--- config.mk ---
export PLATFORM = sky130hd
export DESIGN_NAME = color_key_run_rectangles_flat
export DESIGN_NICKNAME = d
export VERILOG_FILES = /design/src/design/ckrr_pkg.sv /design/src/design/ckrr_stream_if.sv /design/src/design/ckrr_front.sv /design/src/design/ckrr_queue.sv /design/src/design/ckrr_back.sv /design/src/design/color_key_run_rectangles.sv /design/src/flat_wrapper.sv
export SDC_FILE = /design/constraint.sdc
export NUM_CORES = 1
export LEC_CHECK = 0
export BUFFER_PORTS_ARGS = -buffer_cell sky130_fd_sc_hd__clkbuf_2
export CORE_MARGIN = 2
export CORE_UTILIZATION = 41
export DETAILED_ROUTE_END_ITERATION = 10
export GPL_TIMING_DRIVEN = 0
export MAX_ROUTING_LAYER = met4
export PLACE_DENSITY = 0.64
export SYNTH_ARGS = -nofsm -noshare
export SYNTH_HDL_FRONTEND = slang
export SYNTH_SLANG_ARGS = --single-unit
--- constraint.sdc ---
create_clock -name clk_i -period 5.4 [get_ports clk_i]
set_input_delay 1.08 -clock clk_i [delete_from_list [all_inputs] [get_ports clk_i]]
set_output_delay 1.08 -clock clk_i [all_outputs]
set_load 0.05 [all_outputs]
--- src/design/ckrr_pkg.sv ---
// Package for the color-key run extractor: pixel, result and config types,
// register indexes and reset values. Depends on nothing.
package ckrr_pkg;

  localparam int CfgIdxW    = 3;
  localparam int CfgDataW   = 13;
  localparam int QueueDepth = 2;

  localparam logic [7:0]  TOLERANCE_RST = 8'd16;
  localparam logic [12:0] DIM_RST       = 13'd4096;

  typedef enum logic [CfgIdxW-1:0] {
    CFG_KEY_RED        = 3'd0,
    CFG_KEY_GREEN      = 3'd1,
    CFG_KEY_BLUE       = 3'd2,
    CFG_TOLERANCE      = 3'd3,
    CFG_KEY_FROM_FIRST = 3'd4,
    CFG_IMAGE_WIDTH    = 3'd5,
    CFG_IMAGE_HEIGHT   = 3'd6
  } cfg_idx_e;

  typedef struct packed {
    logic [7:0] pixel_red;
    logic [7:0] pixel_green;
    logic [7:0] pixel_blue;
  } pixel_t;

  typedef struct packed {
    logic        rect_valid;
    logic [11:0] run_start;
    logic [12:0] run_end;
    logic [11:0] run_row;
    logic        batch_end;
    logic        frame_end;
    logic [12:0] bound_left;
    logic [12:0] bound_top;
    logic [12:0] bound_right;
    logic [12:0] bound_bottom;
  } rect_t;

  typedef struct packed {
    logic [7:0]  key_red;
    logic [7:0]  key_green;
    logic [7:0]  key_blue;
    logic [7:0]  tolerance;
    logic        key_from_first;
    logic [12:0] image_width;
    logic [12:0] image_height;
  } cfg_t;

endpackage

--- src/design/ckrr_stream_if.sv ---
// Valid/ready stream channel with a typed payload.
// Used for the pixel input and the rectangle output; no dependencies.
interface ckrr_stream_if #(
  parameter type payload_t = logic
);
  logic     valid;
  logic     ready;
  payload_t payload;

  modport source (output valid, output payload, input ready);
  modport sink   (input valid, input payload, output ready);
endinterface

--- src/design/ckrr_front.sv ---
// Front end: raster position, key selection, transparency test and run
// tracking. Pushes one run event per closed run or frame end. Uses ckrr_pkg.
module ckrr_front
  import ckrr_pkg::*;
#(
  parameter int MaxDim = 4096
) (
  input  logic                              clk_i,
  input  logic                              rst_ni,
  input  cfg_t                              cfg_i,
  input  logic                              pix_valid_i,
  input  pixel_t                            pix_i,
  output logic                              pix_ready_o,
  input  logic                              full_i,
  output logic                              push_o,
  output logic [2*$clog2(MaxDim)+$clog2(MaxDim+1)+1:0] item_o
);

  localparam int CW = $clog2(MaxDim);
  localparam int DW = $clog2(MaxDim + 1);
  localparam int LW = (DW > CfgDataW) ? DW : CfgDataW;

  typedef struct packed {
    logic          emit;
    logic [CW-1:0] start;
    logic [DW-1:0] stop;
    logic [CW-1:0] row;
    logic          fend;
  } run_item_t;

  function automatic logic in_band(input logic [7:0] c, input logic [7:0] lo,
                                   input logic [7:0] tol);
    logic [8:0] hi;
    hi = {1'b0, lo} + {1'b0, tol};
    if (hi > 9'd255) hi = 9'd255;
    return (c >= lo) && ({1'b0, c} <= hi);
  endfunction

  function automatic logic [LW-1:0] clamp_dim(input logic [CfgDataW-1:0] v);
    logic [LW-1:0] x;
    x = LW'(v);
    if (x == '0) x = LW'(1);
    else if (x > LW'(MaxDim)) x = LW'(MaxDim);
    return x;
  endfunction

  logic [CW-1:0] col_q, col_d, row_q, row_d, open_q, open_d;
  logic          in_run_q, in_run_d;
  logic [23:0]   cap_q, cap_d;

  logic          accept, origin, last_col, last_row, clear, emit;
  logic [23:0]   key;
  logic [LW-1:0] w_eff, h_eff;
  run_item_t     item;

  assign pix_ready_o = !full_i;
  assign accept      = pix_valid_i && !full_i;
  assign origin      = (col_q == '0) && (row_q == '0);
  assign w_eff       = clamp_dim(cfg_i.image_width);
  assign h_eff       = clamp_dim(cfg_i.image_height);
  assign last_col    = LW'(col_q) >= (w_eff - LW'(1));
  assign last_row    = LW'(row_q) >= (h_eff - LW'(1));

  always_comb begin
    if (cfg_i.key_from_first) begin
      key = origin ? {pix_i.pixel_red, pix_i.pixel_green, pix_i.pixel_blue} : cap_q;
    end else begin
      key = {cfg_i.key_red, cfg_i.key_green, cfg_i.key_blue};
    end
    clear = in_band(pix_i.pixel_red,   key[23:16], cfg_i.tolerance) &&
            in_band(pix_i.pixel_green, key[15:8],  cfg_i.tolerance) &&
            in_band(pix_i.pixel_blue,  key[7:0],   cfg_i.tolerance);
  end

  always_comb begin
    emit = clear ? in_run_q : last_col;
    item = '0;
    item.emit = emit;
    item.fend = last_col && last_row;
    if (emit) begin
      item.start = in_run_q ? open_q : col_q;
      item.stop  = clear ? DW'(col_q) : DW'(col_q) + DW'(1);
      item.row   = row_q;
    end

    col_d    = col_q;
    row_d    = row_q;
    in_run_d = in_run_q;
    open_d   = open_q;
    cap_d    = cap_q;
    if (accept) begin
      if (cfg_i.key_from_first && origin) cap_d = key;
      if (!clear && !in_run_q) open_d = col_q;
      in_run_d = !clear && !last_col;
      if (last_col) begin
        col_d = '0;
        row_d = last_row ? '0 : row_q + CW'(1);
      end else begin
        col_d = col_q + CW'(1);
      end
    end
  end

  assign push_o = accept && (item.emit || item.fend);
  assign item_o = item;

  always_ff @(posedge clk_i or negedge rst_ni) begin
    if (!rst_ni) begin
      col_q    <= '0;
      row_q    <= '0;
      in_run_q <= 1'b0;
      open_q   <= '0;
      cap_q    <= '0;
    end else begin
      col_q    <= col_d;
      row_q    <= row_d;
      in_run_q <= in_run_d;
      open_q   <= open_d;
      cap_q    <= cap_d;
    end
  end

endmodule

--- src/design/ckrr_queue.sv ---
// Small FIFO of run events between front and back end.
// Uses ckrr_pkg for the depth.
module ckrr_queue
  import ckrr_pkg::*;
#(
  parameter int Width = 32
) (
  input  logic             clk_i,
  input  logic             rst_ni,
  input  logic             push_i,
  input  logic [Width-1:0] data_i,
  output logic             full_o,
  input  logic             pop_i,
  output logic             valid_o,
  output logic [Width-1:0] data_o
);

  localparam int PW = $clog2(QueueDepth);

  logic [Width-1:0] mem_q [QueueDepth];
  logic [PW-1:0]    wr_q, rd_q;
  logic [PW:0]      cnt_q;

  assign full_o  = cnt_q == (PW+1)'(QueueDepth);
  assign valid_o = cnt_q != '0;
  assign data_o  = mem_q[rd_q];

  always_ff @(posedge clk_i) begin
    if (push_i) mem_q[wr_q] <= data_i;
  end

  always_ff @(posedge clk_i or negedge rst_ni) begin
    if (!rst_ni) begin
      wr_q  <= '0;
      rd_q  <= '0;
      cnt_q <= '0;
    end else begin
      if (push_i) wr_q <= (wr_q == PW'(QueueDepth - 1)) ? '0 : wr_q + PW'(1);
      if (pop_i)  rd_q <= (rd_q == PW'(QueueDepth - 1)) ? '0 : rd_q + PW'(1);
      cnt_q <= cnt_q + (PW+1)'(push_i) - (PW+1)'(pop_i);
    end
  end

endmodule

--- src/design/ckrr_back.sv ---
// Back end: batch count and bounding box, result formatting and the
// output register. Uses ckrr_pkg.
module ckrr_back
  import ckrr_pkg::*;
#(
  parameter int MaxDim     = 4096,
  parameter int BatchLimit = 2000
) (
  input  logic  clk_i,
  input  logic  rst_ni,
  input  logic  head_valid_i,
  input  logic [2*$clog2(MaxDim)+$clog2(MaxDim+1)+1:0] head_i,
  output logic  pop_o,
  output logic  out_valid_o,
  input  logic  out_ready_i,
  output rect_t out_o
);

  localparam int CW = $clog2(MaxDim);
  localparam int DW = $clog2(MaxDim + 1);
  localparam int BW = $clog2(BatchLimit + 1);

  typedef struct packed {
    logic          emit;
    logic [CW-1:0] start;
    logic [DW-1:0] stop;
    logic [CW-1:0] row;
    logic          fend;
  } run_item_t;

  run_item_t     head;
  logic [BW-1:0] cnt_q, cnt_d, cnt_inc;
  logic [DW-1:0] left_q, top_q, right_q, bottom_q;
  logic [DW-1:0] left_n, top_n, right_n, bottom_n, bot_row;
  logic          out_valid_q, bend;
  rect_t         out_q;

  assign head    = head_i;
  assign pop_o   = head_valid_i && (!out_valid_q || out_ready_i);
  assign cnt_inc = cnt_q + BW'(1);
  assign bot_row = DW'(head.row) + DW'(1);

  always_comb begin
    left_n   = left_q;
    top_n    = top_q;
    right_n  = right_q;
    bottom_n = bottom_q;
    cnt_d    = cnt_q;
    bend     = 1'b0;
    if (head.emit) begin
      cnt_d = cnt_inc;
      bend  = cnt_inc >= BW'(BatchLimit);
      if (DW'(head.start) < left_q) left_n = DW'(head.start);
      if (DW'(head.row) < top_q)    top_n  = DW'(head.row);
      if (head.stop > right_q)      right_n = head.stop;
      if (bot_row > bottom_q)       bottom_n = bot_row;
    end
  end

  always_ff @(posedge clk_i) begin
    if (pop_o) begin
      out_q.rect_valid   <= head.emit;
      out_q.run_start    <= 12'(head.start);
      out_q.run_end      <= 13'(head.stop);
      out_q.run_row      <= 12'(head.row);
      out_q.batch_end    <= bend;
      out_q.frame_end    <= head.fend;
      out_q.bound_left   <= 13'(left_n);
      out_q.bound_top    <= 13'(top_n);
      out_q.bound_right  <= 13'(right_n);
      out_q.bound_bottom <= 13'(bottom_n);
    end
  end

  always_ff @(posedge clk_i or negedge rst_ni) begin
    if (!rst_ni) begin
      out_valid_q <= 1'b0;
      cnt_q       <= '0;
      left_q      <= DW'(MaxDim);
      top_q       <= DW'(MaxDim);
      right_q     <= '0;
      bottom_q    <= '0;
    end else begin
      if (pop_o) begin
        out_valid_q <= 1'b1;
        if (bend || head.fend) begin
          // batch closes: fresh count and empty box
          cnt_q    <= '0;
          left_q   <= DW'(MaxDim);
          top_q    <= DW'(MaxDim);
          right_q  <= '0;
          bottom_q <= '0;
        end else begin
          cnt_q    <= cnt_d;
          left_q   <= left_n;
          top_q    <= top_n;
          right_q  <= right_n;
          bottom_q <= bottom_n;
        end
      end else if (out_ready_i) begin
        out_valid_q <= 1'b0;
      end
    end
  end

  assign out_valid_o = out_valid_q;
  assign out_o       = out_q;

endmodule

--- src/design/color_key_run_rectangles.sv ---
// Top level of the color-key run extractor: config registers, front end,
// run event queue and back end. Depends on ckrr_pkg, ckrr_stream_if and the
// ckrr_front, ckrr_queue and ckrr_back modules.
//
//   channel   dir  payload   notes
//   pix_i     in   pixel_t   one pixel per transaction, raster order
//   rect_o    out  rect_t    one per closed run or frame end
//   cfg_*     in   13 bits   write-only register port, index 0..6
//
// One pixel per cycle sustained while the queue is not full; a result goes to
// the queue at the accepting edge, then to the back end output register.
// Pixels that close no run and do not end the frame produce nothing.
// A stall on rect_o fills the two-entry queue, then pix_i.ready drops.
// Reset clears position, run, batch and key state; registers take their
// reset values.
module color_key_run_rectangles
  import ckrr_pkg::*;
#(
  parameter int MAX_DIM     = 4096,
  parameter int BATCH_LIMIT = 2000
) (
  input  logic                clk_i,
  input  logic                rst_ni,
  input  logic                cfg_we_i,
  input  logic [CfgIdxW-1:0]  cfg_idx_i,
  input  logic [CfgDataW-1:0] cfg_data_i,
  ckrr_stream_if.sink         pix_i,
  ckrr_stream_if.source       rect_o
);

  localparam int ItemW = 2 * $clog2(MAX_DIM) + $clog2(MAX_DIM + 1) + 2;

  cfg_t             cfg_q, cfg_d;
  logic             q_full, q_push, q_pop, q_valid;
  logic [ItemW-1:0] q_in, q_out;
  pixel_t           pix;
  rect_t            rect;

  always_comb begin
    cfg_d = cfg_q;
    if (cfg_we_i) begin
      case (cfg_idx_e'(cfg_idx_i))
        CFG_KEY_RED:        cfg_d.key_red        = cfg_data_i[7:0];
        CFG_KEY_GREEN:      cfg_d.key_green      = cfg_data_i[7:0];
        CFG_KEY_BLUE:       cfg_d.key_blue       = cfg_data_i[7:0];
        CFG_TOLERANCE:      cfg_d.tolerance      = cfg_data_i[7:0];
        CFG_KEY_FROM_FIRST: cfg_d.key_from_first = cfg_data_i[0];
        CFG_IMAGE_WIDTH:    cfg_d.image_width    = cfg_data_i;
        CFG_IMAGE_HEIGHT:   cfg_d.image_height   = cfg_data_i;
        default: ;
      endcase
    end
  end

  always_ff @(posedge clk_i or negedge rst_ni) begin
    if (!rst_ni) begin
      cfg_q.key_red        <= '0;
      cfg_q.key_green      <= '0;
      cfg_q.key_blue       <= '0;
      cfg_q.tolerance      <= TOLERANCE_RST;
      cfg_q.key_from_first <= 1'b1;
      cfg_q.image_width    <= DIM_RST;
      cfg_q.image_height   <= DIM_RST;
    end else begin
      cfg_q <= cfg_d;
    end
  end

  assign pix = pix_i.payload;

  ckrr_front #(
    .MaxDim (MAX_DIM)
  ) u_front (
    .clk_i       (clk_i),
    .rst_ni      (rst_ni),
    .cfg_i       (cfg_q),
    .pix_valid_i (pix_i.valid),
    .pix_i       (pix),
    .pix_ready_o (pix_i.ready),
    .full_i      (q_full),
    .push_o      (q_push),
    .item_o      (q_in)
  );

  ckrr_queue #(
    .Width (ItemW)
  ) u_queue (
    .clk_i   (clk_i),
    .rst_ni  (rst_ni),
    .push_i  (q_push),
    .data_i  (q_in),
    .full_o  (q_full),
    .pop_i   (q_pop),
    .valid_o (q_valid),
    .data_o  (q_out)
  );

  ckrr_back #(
    .MaxDim     (MAX_DIM),
    .BatchLimit (BATCH_LIMIT)
  ) u_back (
    .clk_i        (clk_i),
    .rst_ni       (rst_ni),
    .head_valid_i (q_valid),
    .head_i       (q_out),
    .pop_o        (q_pop),
    .out_valid_o  (rect_o.valid),
    .out_ready_i  (rect_o.ready),
    .out_o        (rect)
  );

  assign rect_o.payload = rect;

endmodule
--- src/flat_wrapper.sv ---
// flat-port wrapper written by rule: the top's interface ports become plain ports
module color_key_run_rectangles_flat import ckrr_pkg::*;
#(
  parameter int MAX_DIM     = 4096,
  parameter int BATCH_LIMIT = 2000
)
  (clk_i, rst_ni, cfg_we_i, cfg_idx_i, cfg_data_i, pix_i_valid, pix_i_payload, pix_i_ready, rect_o_valid, rect_o_payload, rect_o_ready);
  ckrr_stream_if pix_i_i ();
  ckrr_stream_if rect_o_i ();
  input  logic clk_i;
  input  logic rst_ni;
  input  logic cfg_we_i;
  input  logic [CfgIdxW-1:0] cfg_idx_i;
  input  logic [CfgDataW-1:0] cfg_data_i;
  input wire logic [$bits(pix_i_i.valid)-1:0] pix_i_valid;
  input wire logic [$bits(pix_i_i.payload)-1:0] pix_i_payload;
  output wire logic [$bits(pix_i_i.ready)-1:0] pix_i_ready;
  output wire logic [$bits(rect_o_i.valid)-1:0] rect_o_valid;
  output wire logic [$bits(rect_o_i.payload)-1:0] rect_o_payload;
  input wire logic [$bits(rect_o_i.ready)-1:0] rect_o_ready;
  assign pix_i_i.valid = pix_i_valid;
  assign pix_i_i.payload = pix_i_payload;
  assign pix_i_ready = pix_i_i.ready;
  assign rect_o_valid = rect_o_i.valid;
  assign rect_o_payload = rect_o_i.payload;
  assign rect_o_i.ready = rect_o_ready;
  color_key_run_rectangles #(.MAX_DIM(MAX_DIM), .BATCH_LIMIT(BATCH_LIMIT)) u_core (.clk_i(clk_i), .rst_ni(rst_ni), .cfg_we_i(cfg_we_i), .cfg_idx_i(cfg_idx_i), .cfg_data_i(cfg_data_i), .pix_i(pix_i_i), .rect_o(rect_o_i));
endmodule
======== Yosys cells after proc, flatten, opt, wreduce, memory -nomap -nowiden ========
Memories as Yosys holds them, arrays and structs flattened.
Index checks and enable logic that the tools add are counted.
word-level totals
  memories kept ........................... 1
  register bits after elaboration ......... 150
  input port bits ......................... 22
  bits in writable memories ............... 78
  output and inout port bits .............. 3
  logic and storage cells ................. 123
operators by class
  equal/unequal tests ..................... 7
  reduce and logical (&&, ||, !) cells .... 40
  muxes and demuxes ....................... 27
  $lt $le $gt $ge ......................... 15
  add/subtract/negate cells ............... 14
memory list
  memory                words  width  rd ports  clocked after memory_dff  wr ports  RTL line          source
  u_core.u_queue.mem_q  2      39     1         0                         1         ckrr_queue.sv:20  logic [Width-1:0] mem_q [QueueDepth];
operator list
  kind                     number
  $mux W13                 8
  $mux W24                 2
  $mux W37                 1
  $mux W12                 3
  $add A8 B8 Y9            3
  $gt A9 B8 Y1 const B     3
  $mux W9                  3
  $add A12 B1 Y13 const B  2
  $ge A12 B13 Y1           2
  $gt A13 B13 Y1 const B   2
  $logic_not A13 Y1        2
  $sub A13 B1 Y13 const B  2
  $add A12 B1 Y12 const B  2
  $logic_not A12 Y1        2
  $mux W11                 2
  $reduce_and A2 Y1        11
  $le A1 B9 Y1 const A     2
  $ge A1 B8 Y1 const A     2
  $gt A13 B13 Y1           1
  $logic_and A1 B1 Y1      13
  $add A11 B1 Y11 const B  1
  $ge A11 B11 Y1 const B   1
  $eq A3 B3 Y1 const B     3
  $le A1 B9 Y1             1
  12 further kinds         29

======== Logic depth before layout (Yosys ltp) ========
  depth in word-level cells ............... 16
  gate-level depth with buffers ........... 29
  mapped depth without buffers ............ 28

======== Hierarchy ========
A second synthesis with hierarchy kept.
second synthesis, totals
  cell total of the unflattened synthesis .. 1732
  area, all modules ....................... 19840.3 um^2
by module, submodules not included
  module                    sequential area each (um^2)  cells each  area each (um^2)  times used
  ckrr_back                 4366.7                       625         7483.4            1
  ckrr_front                1526.5                       841         7055.5            1
  ckrr_queue                2442.3                       136         3025.4            1
  color_key_run_rectangles  1481.4                       130         2275.9            1

======== Worst setup path before layout ========
OpenSTA, ideal clock, no wires.
  kind .................................... register -> register
  start ................................... reg u_core.u_front.row_q[0]
  end ..................................... mem u_core.u_queue.mem_q[1][0] in the netlist's numbering, enable pin
  clock period less this slack ............ 5.661 ns
  arrival ................................. 5.254 ns
  stages on the path, launching flop included .. 23
  setup time .............................. 0.407 ns
  path buffers ............................ 0
  data required time ...................... 4.993 ns
  setup slack ............................. -0.261 ns
  cell sequence ........................... dfrtp_1 > inv_1 > ha_1 > nor4b_1 > nand4_1 > nor4_4 > mux2i_1 > a21oi_1 > ha_1 > inv_1 > fa_1 > nor2b_1 > o2111ai_1 > a21boi_0 > o21ai_0 > nand2_1 > ha_1 > nor4_1 > nand4b_1 > nor4_1 > a21oi_2 > mux2i_1 > a211oi_1
between the ends
  elaborated cells on any way between the ends .. 31
  classes of those cells .................. add/sub: 3; order compare: 10; mux: 8; reduce/logical: 10
RTL lines
  element                          RTL line           source
  start, declared                  ckrr_front.sv:47   logic [CW-1:0] col_q, col_d, row_q, row_d, open_q, open_d;
  start signal, assigned           ckrr_front.sv:116  row_q <= row_d;
  $logic_not A12 Y1 *              ckrr_front.sv:58   assign origin = (col_q == '0) && (row_q == '0);
  $logic_and A1 B1 Y1 *            ckrr_front.sv:58
  $mux W24 *                       ckrr_front.sv:66   key = origin ? {pix_i.pixel_red, pix_i.pixel_green, pix_i.pixel_blue} : cap_q;
  $mux W24 *                       ckrr_front.sv:65   if (cfg_i.key_from_first) begin
  named net u_core.u_front.key[0]  ckrr_front.sv:52   logic [23:0] key;
  $add A8 B8 Y9                    ckrr_front.sv:34   hi = {1'b0, lo} + {1'b0, tol};
  $gt A9 B8 Y1                     ckrr_front.sv:35   if (hi > 9'd255) hi = 9'd255;
  $mux W9                          ckrr_front.sv:35
  $le A1 B9 Y1                     ckrr_front.sv:36   return (c >= lo) && ({1'b0, c} <= hi);
  $logic_and A1 B1 Y1 *            ckrr_front.sv:36
  $logic_and A1 B1 Y1 *            ckrr_front.sv:71   in_band(pix_i.pixel_green, key[15:8], cfg_i.tolerance) &&
  $mux W1 *                        ckrr_front.sv:76   emit = clear ? in_run_q : last_col;
  $logic_or A1 B1 Y1 *             ckrr_front.sv:104  assign push_o = accept && (item.emit || item.fend);
  $logic_and A1 B1 Y1 *            ckrr_front.sv:104
  $mux W1 *                        ckrr_queue.sv:29   if (push_i) mem_q[wr_q] <= data_i;
  $mux W1 (not written as such) *  ckrr_queue.sv:29
  end, declared                    ckrr_queue.sv:20
The timed path passes the listed nets; every way through them passes the cells marked *.

======== Worst setup path after layout ========
  start ................................... reg u_core.u_front.row_q[10]
  end ..................................... reg u_core.u_queue.cnt_q[1]
between the ends
  elaborated cells on any way between the ends .. 31
  classes of those cells .................. add/sub: 5; order compare: 10; mux: 6; reduce/logical: 10
RTL lines
  element                          RTL line           source
  $logic_not A12 Y1 *              ckrr_front.sv:58
  $logic_and A1 B1 Y1 *            ckrr_front.sv:58
  $mux W24 *                       ckrr_front.sv:66
  $mux W24 *                       ckrr_front.sv:65
  named net u_core.u_front.key[0]  ckrr_front.sv:52
  $add A8 B8 Y9                    ckrr_front.sv:34
  $gt A9 B8 Y1                     ckrr_front.sv:35
  $mux W9                          ckrr_front.sv:35
  $le A1 B9 Y1                     ckrr_front.sv:36
  $logic_and A1 B1 Y1 *            ckrr_front.sv:36
  $logic_and A1 B1 Y1 *            ckrr_front.sv:71
  $mux W1 *                        ckrr_front.sv:76
  $logic_or A1 B1 Y1 *             ckrr_front.sv:104
  $logic_and A1 B1 Y1 *            ckrr_front.sv:104
  $add A2 B1 Y2 *                  ckrr_queue.sv:40   cnt_q <= cnt_q + (PW+1)'(push_i) - (PW+1)'(pop_i);
  $sub A2 B1 Y2 *                  ckrr_queue.sv:40
  end signal, assigned             ckrr_queue.sv:40
  end, declared                    ckrr_queue.sv:22   logic [PW:0] cnt_q;
Marked as above.
A chain may end at the register's enable or synchronous reset.

==> impl_metrics.tcl <==
set metrics [dict create \
    synth_cell_types 65 \
    clkTransAtPathRegs_ns 0.07 \
    ctsRootBufferMaster "clkbuf_16" \
    cts_buffers 17 \
    irDropWorstVdd_uv 246 \
    drc 0 \
    dr.pass1.iters 5 \
    yosysMostFrequentCell "dfrtp_1" \
    max_cap_violations 0 \
    criticalPathCategory "reg -> reg" \
    relSlewSlack_pct 27.4 \
    ys_warn_count 0 \
    clockBufferDepth 2 \
    cts_sinks 166 \
    synth-edff-count 29 \
    async_flop_share_pct 82.5 \
    ctsHoldBuffers 0 \
    fin_ws_ns 0.115 \
    chipWidth_um 155 \
    tns_ns 0 \
    clock_latency_ns 0.43 \
    cp_data_required_time_ns 5.71 \
    cts_tree "built" \
    start_kind "flip-flop" \
    synth-seq-cells 166 \
    synth_common_cells "133 x dfrtp_1, 63 x o21ai_0, 62 x mux2_2" \
    syn_area_per_cell_um2 10.4 \
    die_h_um 155 \
    p_per_area_mw_per_mm2 416 \
    min-delay-path-class "reg -> reg" \
    dpl.cell_count 1206 \
    yosysTopAreaCellShare_pct 35.6 \
    stdcell_count 1265 \
    path_max_fanout 6 \
    gp_congestion 0.879 \
    grt_overflow_total 0 \
    grt_start_max_net_pins 77 \
    diodes 0 \
    rsz0062_at_grt "true" \
    cp-end-kind "flip-flop" \
    synthesis.instances 898 \
    ios 25 \
    die_area_mm2 0.0240 \
    antenna_found_initial 0 \
    p_leak_nw 4.62 \
    routed_wl_mm 21.1 \
    dp_hpwl_mm 14.7 \
    finClkSkew_ns 0.0126 \
    area_growth_pct 16.6 \
    setup_violations 0 \
    post-place-ws_ns -1.02 \
    placementRows 55 \
    placeableCoreArea_mm2 0.0225 \
    finalMaxSlewViolations 0 \
    synth_seq_area_share_pct 46.1 \
    cts_htree_levels 4 \
    initialDrtViolationCount 446 \
    final.min_clock_period_ns 5.29 \
    vias 7021 \
    grt_pass1_wl_mm 34.7 \
    final_antenna_net_count 0 \
    fin_nets 1049 \
    initial_core_util_pct 41.5 \
    synth_nets 980 \
    synth_area_leaders "dfrtp_1 36%, edfxtp_1 9.3%, ha_1 7.9%" \
    wl_per_cell_um 16.6 \
    status "complete, no violations" \
    grt_use_total_pct 18.4 \
    io_buffers 22 \
    syn_area_mm2 0.00934 \
    max_freq_mhz 189 \
    hold_viol 0 \
    grt_pass1_vias 6840 \
    post-route-period-util_pct 97.9 \
    worstPathArrival_ns 5.59 \
    ys.flop_type "dfrtp_1" \
    synth_top_area_cell "dfrtp_1" \
    worstMarginPinSlew_ns 1.09 \
    drive_gt1_share_pct 20.1 \
    viasPerCell 5.55 \
]
==> state kept, by name, summed over array words and instances (netlist names) <==
| register | cells |
|---|---|
| u_core.u_back.cnt_q | 11 |
| u_core.u_front.cap_q | 24 |
| u_core.u_queue.rd_q | 1 |
| u_core.u_front.col_q | 12 |
| u_core.u_back.out_o | 1 |
| u_core.u_queue.wr_q | 1 |
| u_core.cfg_q | 59 |
| u_core.u_back.out_valid_o | 1 |
| u_core.u_front.in_run_q | 1 |
| u_core.u_back.bottom_q | 13 |
| u_core.u_front.row_q | 12 |
| u_core.u_queue.cnt_q | 2 |
| u_core.u_queue.mem_q | 28 |
==> final timing paths <==
| kind | from | end | slack [ns] | cells after the start |
|---|---|---|---|---|
| setup / recovery | u_core.u_front.row_q[10]$_DFFE_PN0P_ | u_core.u_queue.cnt_q[1]$_DFF_PN0_ | 0.11 | 25 |
| max in group asynchronous | rst_ni | u_core.cfg_q[26]$_DFFE_PN1P_ | 3.99 | 2 |
| hold reg to reg | u_core.u_front.cap_q[22]$_DFFE_PN0P_ | u_core.u_front.cap_q[22]$_DFFE_PN0P_ | 0.50 | 1 |
| setup reg to reg | u_core.u_front.row_q[10]$_DFFE_PN0P_ | u_core.u_queue.cnt_q[1]$_DFF_PN0_ | 0.11 | 25 |
| hold / removal | u_core.u_front.cap_q[22]$_DFFE_PN0P_ | u_core.u_front.cap_q[22]$_DFFE_PN0P_ | 0.50 | 1 |
| min in group asynchronous | rst_ni | u_core.u_back.bottom_q[9]$_DFFE_PN0P_ | 0.62 | 1 |
==> metal layers <==
| metal | global-route usage [%] | part of all wire (%) |
|---|---|---|
| met1 | 25.8 | 49 |
| met2 | 28.2 | 46 |
| met3 | 3.01 | 3.7 |
| met4 | 4.45 | 1.5 |
| met5 | - | 0 |
==> power breakdown <==
part	internal, mW	switching (mW)
combinational	0.757	0.908
sequential	1.47	0.191
clock	0.618	0.583
total	2.85	1.68
==> cells by family after synthesis <==
family	Yosys count	share of synthesized area, %
XOR/XNOR	31	2.91
flip-flops	166	46.1
adder cells (fa/ha/maj)	60	8.12
AO/OA/AOI/OAI	201	14.2
buffers and inverters	72	2.93
AND/OR/NAND/NOR	296	17.2
multiplexers	72	8.55
==> what timing repair did <==
item                                   4_1_cts  5_1_grt
endpoints found under the hold margin        0        0
buffers inserted                            12       16
pin swaps                                   12       20
resized for setup                           26       30
setup endpoints to repair                   56       37
==> worst max-delay path: stages (launching register included) <==
cell and delay, ns:
dfrtp_2 0.45, or4_4 0.56, nor4_4 0.33, mux2i_1 0.14
a21oi_2 0.20, ha_2 0.22, inv_2 0.04, fa_2 0.39
nor2b_4 0.16, o2111ai_4 0.14, a21boi_2 0.16, o21ai_1 0.08
nand2_1 0.09, ha_4 0.21, nor4_4 0.27, nand4b_1 0.15
nor4_2 0.31, a21oi_2 0.16, mux2i_4 0.23, inv_4 0.08
o21ai_2 0.05, ha_1 0.30, inv_1 0.04, ha_2 0.17
xnor2_2 0.13, xnor2_1 0.12
==> through the flow <==
stage / area [um2] / util (%) / power [mW] / hold slack [ns]
2_1_floorplan: 9340 / - / 2.77 / 0.465
3_3_place_gp: 9810 / 43.6 / 3.12 / 0.480
3_5_place_dp: 9850 / 43.8 / 3.16 / 0.487
4_1_cts: 10600 / 47.3 / 4.45 / 0.504
5_1_grt: 10900 / 48.4 / 4.84 / 0.518
6_report: 10900 / 48.4 / 4.53 / 0.503
==> final cells by class <==
cell class	count	area (um2)
multi-input cells	660	5000
clock buffers	17	425
flip-flops and latches	166	4310
plain buffers	30	115
repair buffers	51	382
fillers	2058	11600
clock inverters	15	146
inverters	41	156
well taps	285	357
==> cell usage in the layout (no fill, tap or decap), types with 27 or more instances in the layout <==
cell        n
dfrtp_1   129
edfxtp_1   29
a21oi_1    30
mux2_2     62
o21ai_0    62
inv_1      35
nand2_1    55
nor2b_1    42
ha_1       52
nor2_1     53
clkbuf_1   27
Power figures use the tool's default switching activity.
